**config.mk**
```make
export PLATFORM = sky130hd
export DESIGN_NAME = fifo_ready_queue_with_removal_core
export DESIGN_NICKNAME = d
export VERILOG_FILES = /design/src/frq_pkg.sv /design/src/frq_cell.sv /design/src/fifo_ready_queue_with_removal_core.sv
export SDC_FILE = /design/constraint.sdc
export NUM_CORES = 1
export LEC_CHECK = 0
export CAP_MARGIN = 5
export CORE_ASPECT_RATIO = 2
export CORE_UTILIZATION = 30
export DETAILED_ROUTE_END_ITERATION = 8
export DONT_BUFFER_PORTS = 1
export GPL_ROUTABILITY_DRIVEN = 0
export GPL_TIMING_DRIVEN = 0
export SYNTH_ARGS = -nofsm -noshare
export SYNTH_HDL_FRONTEND = slang
export SYNTH_SLANG_ARGS = --single-unit
```
**constraint.sdc**
```tcl
create_clock -name clk -period 9.5 [get_ports clk]
set_input_delay 2.375 -clock clk [delete_from_list [all_inputs] [get_ports clk]]
set_output_delay 2.375 -clock clk [all_outputs]
set_load 0.005 [all_outputs]
```
**src/frq_pkg.sv**
```systemverilog
// ----------------------------------------------------------------------------
// frq_pkg
// Shared types and codes for the ready queue with removal by identifier.
// ----------------------------------------------------------------------------
package frq_pkg;

  localparam int MODE_W   = 2;
  localparam int STATUS_W = 2;

  // command codes
  localparam logic [MODE_W-1:0] MODE_ADD   = 2'd0;
  localparam logic [MODE_W-1:0] MODE_YIELD = 2'd1;
  localparam logic [MODE_W-1:0] MODE_TERM  = 2'd2;

  // result codes
  localparam logic [STATUS_W-1:0] ST_DONE      = 2'd0;
  localparam logic [STATUS_W-1:0] ST_EMPTY     = 2'd1;
  localparam logic [STATUS_W-1:0] ST_FULL      = 2'd2;
  localparam logic [STATUS_W-1:0] ST_NOT_FOUND = 2'd3;

  // sequencer states
  typedef enum logic [1:0] {
    S_IDLE = 2'b01,
    S_EXEC = 2'b10
  } frq_state_t;

  // per-cell controls, one of them at most is set in a cycle
  typedef struct packed {
    logic shift;  // take the entry of the neighbor toward the tail
    logic load;   // take the new identifier
  } cell_ctl_t;

endpackage

```
**src/frq_cell.sv**
```systemverilog
// ----------------------------------------------------------------------------
// frq_cell
// One slot of the queue: holds an identifier, compares it, shifts or loads.
// ----------------------------------------------------------------------------
module frq_cell #(
  parameter int ID_BITS = 8
) (
  input  logic               clk,
  input  frq_pkg::cell_ctl_t ctl,
  input  logic               occupied,
  input  logic [ID_BITS-1:0] new_id,
  input  logic [ID_BITS-1:0] right_id,
  input  logic [ID_BITS-1:0] cmp_id,
  output logic [ID_BITS-1:0] id,
  output logic               hit
);
  import frq_pkg::*;

  always_ff @(posedge clk) begin
    if (ctl.shift) begin
      id <= right_id;
    end else if (ctl.load) begin
      id <= new_id;
    end
  end

  // only slots below the count take part in a search
  assign hit = occupied && (id == cmp_id);

endmodule

```
**src/fifo_ready_queue_with_removal_core.sv**
```systemverilog
// ----------------------------------------------------------------------------
// fifo_ready_queue_with_removal_core
// FIFO ready queue of thread identifiers with add, yield and terminate by id.
// ----------------------------------------------------------------------------
//
//  channel | dir | tdata fields (lowest bit up)                   | tuser/tlast
//  --------+-----+------------------------------------------------+------------
//  s_*     | in  | mode[1:0], thread_id[ID_BITS-1:0], zero pad    | none
//  m_*     | out | status[1:0], dispatched_id, queue_count, pad   | none
//
//  - an item is accepted, then executed in the execute state, in which every
//    cell compares in parallel and the row shifts by one slot toward the head or the tail slot loads
//  - the execute cycle waits while the result register still holds an
//    unaccepted item, so a stalled output holds the queue untouched
//  - s_tready is high only between items; the next item may be offered while
//    a result waits on m_*
//  - rst clears the count, the sequencer and the output valid; slot contents
//    are not cleared, slots at or above the count are never looked at
//
module fifo_ready_queue_with_removal_core #(
  parameter int QUEUE_DEPTH = 16,
  parameter int ID_BITS     = 8,
  localparam int CNT_BITS   = $clog2(QUEUE_DEPTH + 1),
  localparam int IN_BITS    = ((frq_pkg::MODE_W + ID_BITS + 7) / 8) * 8,
  localparam int OUT_BITS   = ((frq_pkg::STATUS_W + ID_BITS + CNT_BITS + 7) / 8) * 8
) (
  input  logic                clk,
  input  logic                rst,
  // slave side
  input  logic                s_tvalid,
  output logic                s_tready,
  input  logic [IN_BITS-1:0]  s_tdata,   // mode, thread_id, zero pad
  // master side
  output logic                m_tvalid,
  input  logic                m_tready,
  output logic [OUT_BITS-1:0] m_tdata    // status, dispatched_id, queue_count, pad
);
  import frq_pkg::*;

  // sequencer and command hold registers
  frq_state_t           state, state_next;
  logic [MODE_W-1:0]    cmd_mode;
  logic [ID_BITS-1:0]   cmd_id;

  // occupancy
  logic [CNT_BITS-1:0]  count, count_next;

  // result register
  logic [STATUS_W-1:0]  o_status, status_next;
  logic [ID_BITS-1:0]   o_disp, disp_next;
  logic [CNT_BITS-1:0]  o_count;

  // cell row
  cell_ctl_t            ctl [QUEUE_DEPTH];
  logic [ID_BITS-1:0]   cell_id [QUEUE_DEPTH];
  logic [QUEUE_DEPTH-1:0] occ, hit, rm_mask;
  logic                 found, full, empty, exec_go, in_go;
  logic                 do_shift, do_load;

  assign in_go    = s_tvalid && s_tready;
  assign s_tready = (state == S_IDLE);
  // execute only when the result register can take the outcome
  assign exec_go  = (state == S_EXEC) && (!m_tvalid || m_tready);

  assign full  = (count == CNT_BITS'(QUEUE_DEPTH));
  assign empty = (count == '0);

  // first match from the head: every slot at or beyond it moves one toward
  // the head; hit | -hit sets all bits from the lowest set bit upward
  assign found   = |hit;
  assign rm_mask = hit | (~hit + {{(QUEUE_DEPTH-1){1'b0}}, 1'b1});

  always_comb begin
    state_next  = state;
    count_next  = count;
    status_next = ST_DONE;
    disp_next   = '0;
    do_shift    = 1'b0;
    do_load     = 1'b0;
    case (state)
      S_IDLE: begin
        if (in_go) begin
          state_next = S_EXEC;
        end
      end
      S_EXEC: begin
        case (cmd_mode)
          MODE_ADD: begin
            if (full) begin
              status_next = ST_FULL;
            end else begin
              do_load    = 1'b1;
              count_next = count + 1'b1;
            end
          end
          MODE_YIELD: begin
            if (empty) begin
              status_next = ST_EMPTY;
            end else begin
              disp_next  = cell_id[0];
              do_shift   = 1'b1;
              count_next = count - 1'b1;
            end
          end
          MODE_TERM: begin
            if (!found) begin
              status_next = ST_NOT_FOUND;
            end else begin
              do_shift   = 1'b1;
              count_next = count - 1'b1;
            end
          end
          default: begin
            // unused code: no change, plain done
          end
        endcase
        if (exec_go) begin
          state_next = S_IDLE;
        end else begin
          count_next = count;
          do_shift   = 1'b0;
          do_load    = 1'b0;
        end
      end
      default: begin
        state_next = S_IDLE;
      end
    endcase
  end

  // row of cells, slot 0 is the head
  for (genvar i = 0; i < QUEUE_DEPTH; i++) begin : g_cell
    logic [ID_BITS-1:0] right;

    if (i == QUEUE_DEPTH - 1) begin : g_last
      assign right = '0;
    end else begin : g_mid
      assign right = cell_id[i+1];
    end

    assign occ[i]       = (CNT_BITS'(i) < count);
    // yield moves the whole row, terminate only from the match onward
    assign ctl[i].shift = do_shift && ((cmd_mode == MODE_YIELD) || rm_mask[i]);
    assign ctl[i].load  = do_load && (count == CNT_BITS'(i));

    frq_cell #(
      .ID_BITS (ID_BITS)
    ) u_cell (
      .clk      (clk),
      .ctl      (ctl[i]),
      .occupied (occ[i]),
      .new_id   (cmd_id),
      .right_id (right),
      .cmp_id   (cmd_id),
      .id       (cell_id[i]),
      .hit      (hit[i])
    );
  end

  // control registers
  always_ff @(posedge clk) begin
    if (rst) begin
      state    <= S_IDLE;
      count    <= '0;
      m_tvalid <= 1'b0;
    end else begin
      state <= state_next;
      count <= count_next;
      if (exec_go) begin
        m_tvalid <= 1'b1;
      end else if (m_tready) begin
        m_tvalid <= 1'b0;
      end
    end
  end

  // payload registers
  always_ff @(posedge clk) begin
    if (in_go) begin
      cmd_mode <= s_tdata[MODE_W-1:0];
      cmd_id   <= s_tdata[MODE_W +: ID_BITS];
    end
    if (exec_go) begin
      o_status <= status_next;
      o_disp   <= disp_next;
      o_count  <= count_next;
    end
  end

  assign m_tdata = OUT_BITS'({o_count, o_disp, o_status});

  // checks
  a_count_range: assert property (@(posedge clk) disable iff (rst)
    count <= CNT_BITS'(QUEUE_DEPTH))
    else $error("queue count above depth");

  a_idle_holds: assert property (@(posedge clk) disable iff (rst)
    (state == S_IDLE) |=> $stable(count))
    else $error("count moved with no item in work");

  a_one_step: assert property (@(posedge clk) disable iff (rst)
    (count == $past(count)) || (count == $past(count) + 1'b1)
      || (count == $past(count) - 1'b1))
    else $error("count moved by more than one");

  a_result_count: assert property (@(posedge clk) disable iff (rst)
    exec_go |=> (m_tvalid && (o_count == count)))
    else $error("reported count differs from queue count");

  a_single_ctl: assert property (@(posedge clk) disable iff (rst)
    !(do_shift && do_load))
    else $error("shift and load in the same cycle");

endmodule
```
==> flow_summary.ini <==
[status]
status = finished, final reports clean

[placement]
dpl.cell_count = 1099
io_buffer_count = 0
dp_hpwl_microns = 21600

[global_routing]
grt_pass1_wl_microns = 41600
grt_overflow_total = 0
grt_pass1_vias = 6333
grt_use_total_pct = 18.4
grt_max_degree = 19
antenna_found_initial = 0

[power_and_ir_drop]
p_leak_nw = 3.53
p_per_area_nw_per_um2 = 154
irDropWorstVdd_mv = 0.117

[finish]
drive_gt1_share_pct = 24.8
final_cells = 1131
fillers = 2989
areaGrowthSynthToFinish_pct = 11.4
final_nets = 775
diodes = 0

[clock_tree]
cts_made_buffers = 17
clkTransAtPathRegs_ps = 60
cts_hold_buffers = 0
cts_resized = 0
htree_levels = 4
tritoncts = yes
clkSinkCount = 161
cts_buffer_depth = 2
cts_setup_buffers = 0
insertion_delay_ps = 450
clockRootBuffer = clkbuf_16

[sta]
slew_headroom_pct = 29.8
slew_viol_final = 0
setup_tns_ps = 0
hold_violations = 0
fmax_ghz = 0.199
finClkSkew_ps = 17.4
finalCriticalPeriod_ps = 5030
finalCritPeriodShare_pct = 53.0
setup_violations = 0
grt_setup_unrepaired = false
worst_pin_slew_ps = 1040

[synthesis]
synth.most_common_cell = edfxtp_1
yosysTopAreaCell = edfxtp_1
synth_ff_type = edfxtp_1
synth_top_cells_by_area = edfxtp_1 (47%), mux2_2 (8.9%), xor2_1 (6.1%)
synth_seq_cells = 161
postSynth.asyncResetShare_pct = 0
avgSynthCellArea_sq_um = 12.9
synthTopCellsByCount = edfxtp_1 (145), mux2_2 (74), xor2_1 (65), xnor2_1 (63), nor2_1 (27)
syn_area_sq_um = 9340
synth-edff-count = 145
synth_warnings = 0
syn-instance-count = 726
ys_seq_area_share_pct = 50.1
syn-num-nets = 755
netlist.area_leader.share_pct = 46.6
synth.distinct_cells = 64

[route]
drt-total-wl_microns = 28200
post_drt_wl_per_cell_microns = 24.9
drc = 0
first_iter_violations = 375
drtPass1Iterations = 5
postRouteAntennaNets = 0
vias_per_cell = 5.38
vias = 6088

[critical_path]
reg2reg_from = count[0]
crit_path_start_kind = input port
cp_max_fo = 18
path_cells = nor2b_1 -> nor2_2 -> nand2_1 -> nor2_1 -> o31a_1 -> buf_6 -> buf_2 -> nand2_4 -> o31ai_1 -> buf_2
endpoint_kind = flop
cp_top_family = simple AND/OR/NAND/NOR gates
required_ps = 9640
critPathLaunch = m_tready
crit_slowest_cell = nor2_2
path_class = in -> reg
worst-path-buf-inv = 3
critPathMostFrequentCell = buf_2
slowest_delay_ps = 750
cp.arrival_ps = 5180
regToRegSetupSlack_ps = 5260

[floorplan]
die_width_microns = 127
die-area_sq_um = 31900
core_region_area_sq_um = 30700
num_io_pins = 38
start_util_pct = 30.4
dieHeight_microns = 251
core.rowCount = 91

[flow_run]
maxCapViolations = 0

[min_path]
worst_hold_path_type = reg -> reg
min_from = g_cell[15].u_cell.id[3]
-- final timing paths --
path	to	cells after the start
hold / removal	g_cell[15].u_cell.id[3]	2
setup reg to reg	g_cell[12].u_cell.id[3]	11
hold reg to reg	g_cell[15].u_cell.id[3]	2
setup / recovery	g_cell[2].u_cell.id[2]	10
-- cell families (layout without fill, tap and decap cells) --
kind of cell | after synthesis | after routing | synth area share (%)
buffers and inverters | 66 | 99 | 4.45
multiplexers | 128 | 128 | 16.3
adder cells (fa/ha/maj) | 9 | 9 | 1.21
AND/OR/NAND/NOR | 154 | 154 | 8.97
AO/OA/AOI/OAI | 79 | 79 | 6.97
flip-flops | 161 | 161 | 50.1
other | 1 | 1 | 0.0402
XOR/XNOR | 128 | 128 | 12.0
-- worst min-delay path, cell delays in order, from the launching register on --
cell and delay [ps]:
dfxtp_1 330, mux2i_1 120, nor2_1 50
-- per-layer routing --
metal  vias up  GRT usage, %  share of wire [%]
met2       226          36.6                 58
met3       107          2.97                3.4
met1      3037          15.5                 30
li1       2718             -                  -
met5         -             0                  0
met4         0          15.4                8.2
-- cell usage in the layout, fill, tap and decap left out, types with 13 or more instances in the layout --
master     instances
mux2_2            74
buf_4             13
nand3_1           17
nor2_1            26
edfxtp_1         145
mux2_1            22
dfxtp_1           16
nand4_1           15
xor2_1            65
clkbuf_1          22
nand2_1           26
xnor2_1           63
mux2_4            24
nor4_1            15
clkbuf_16         19
buf_6             14
-- layout make-up --
type	instances	area (sq um)	share of cell area, %
clock inverter	7	72.6	0.698
multi-input combinational	499	4260	41.0
buffer	56	378	3.63
tap	372	465	4.47
sequential	161	4670	44.9
clock buffer	25	508	4.88
inverter	10	37.5	0.361
timing repair buffer	1	5.00	0.0481
-- stage by stage --
stage	utilization, %	setup WS [ps]	hold slack (ps)	total power, mW	area [sq um]
finish	33.8	4470	542	1.61	10400
global route	33.8	4270	572	1.64	10400
CTS	33.8	4500	545	1.61	10400
detailed placement	31.9	4030	534	0.929	9820
global placement	31.9	3520	522	0.928	9800
floorplan	-	4490	501	0.889	9340
-- where the power goes --
part / internal, mW / switching, mW / total (mW)
registers: 0.776 / 0.00191 / 0.778
clock network: 0.400 / 0.292 / 0.692
logic: 0.0568 / 0.0791 / 0.136
total: 1.23 / 0.373 / 1.61
-- flip-flops by register name, summed over array words and instances, names as in the netlist --
register	flops
state	2
m_tvalid	1
o_status	2
o_count	5
cmd_mode	2
cmd_id	8
g_cell.u_cell.id	128
o_disp	8
count	5
No activity file was read; power rests on OpenSTA's default activity.
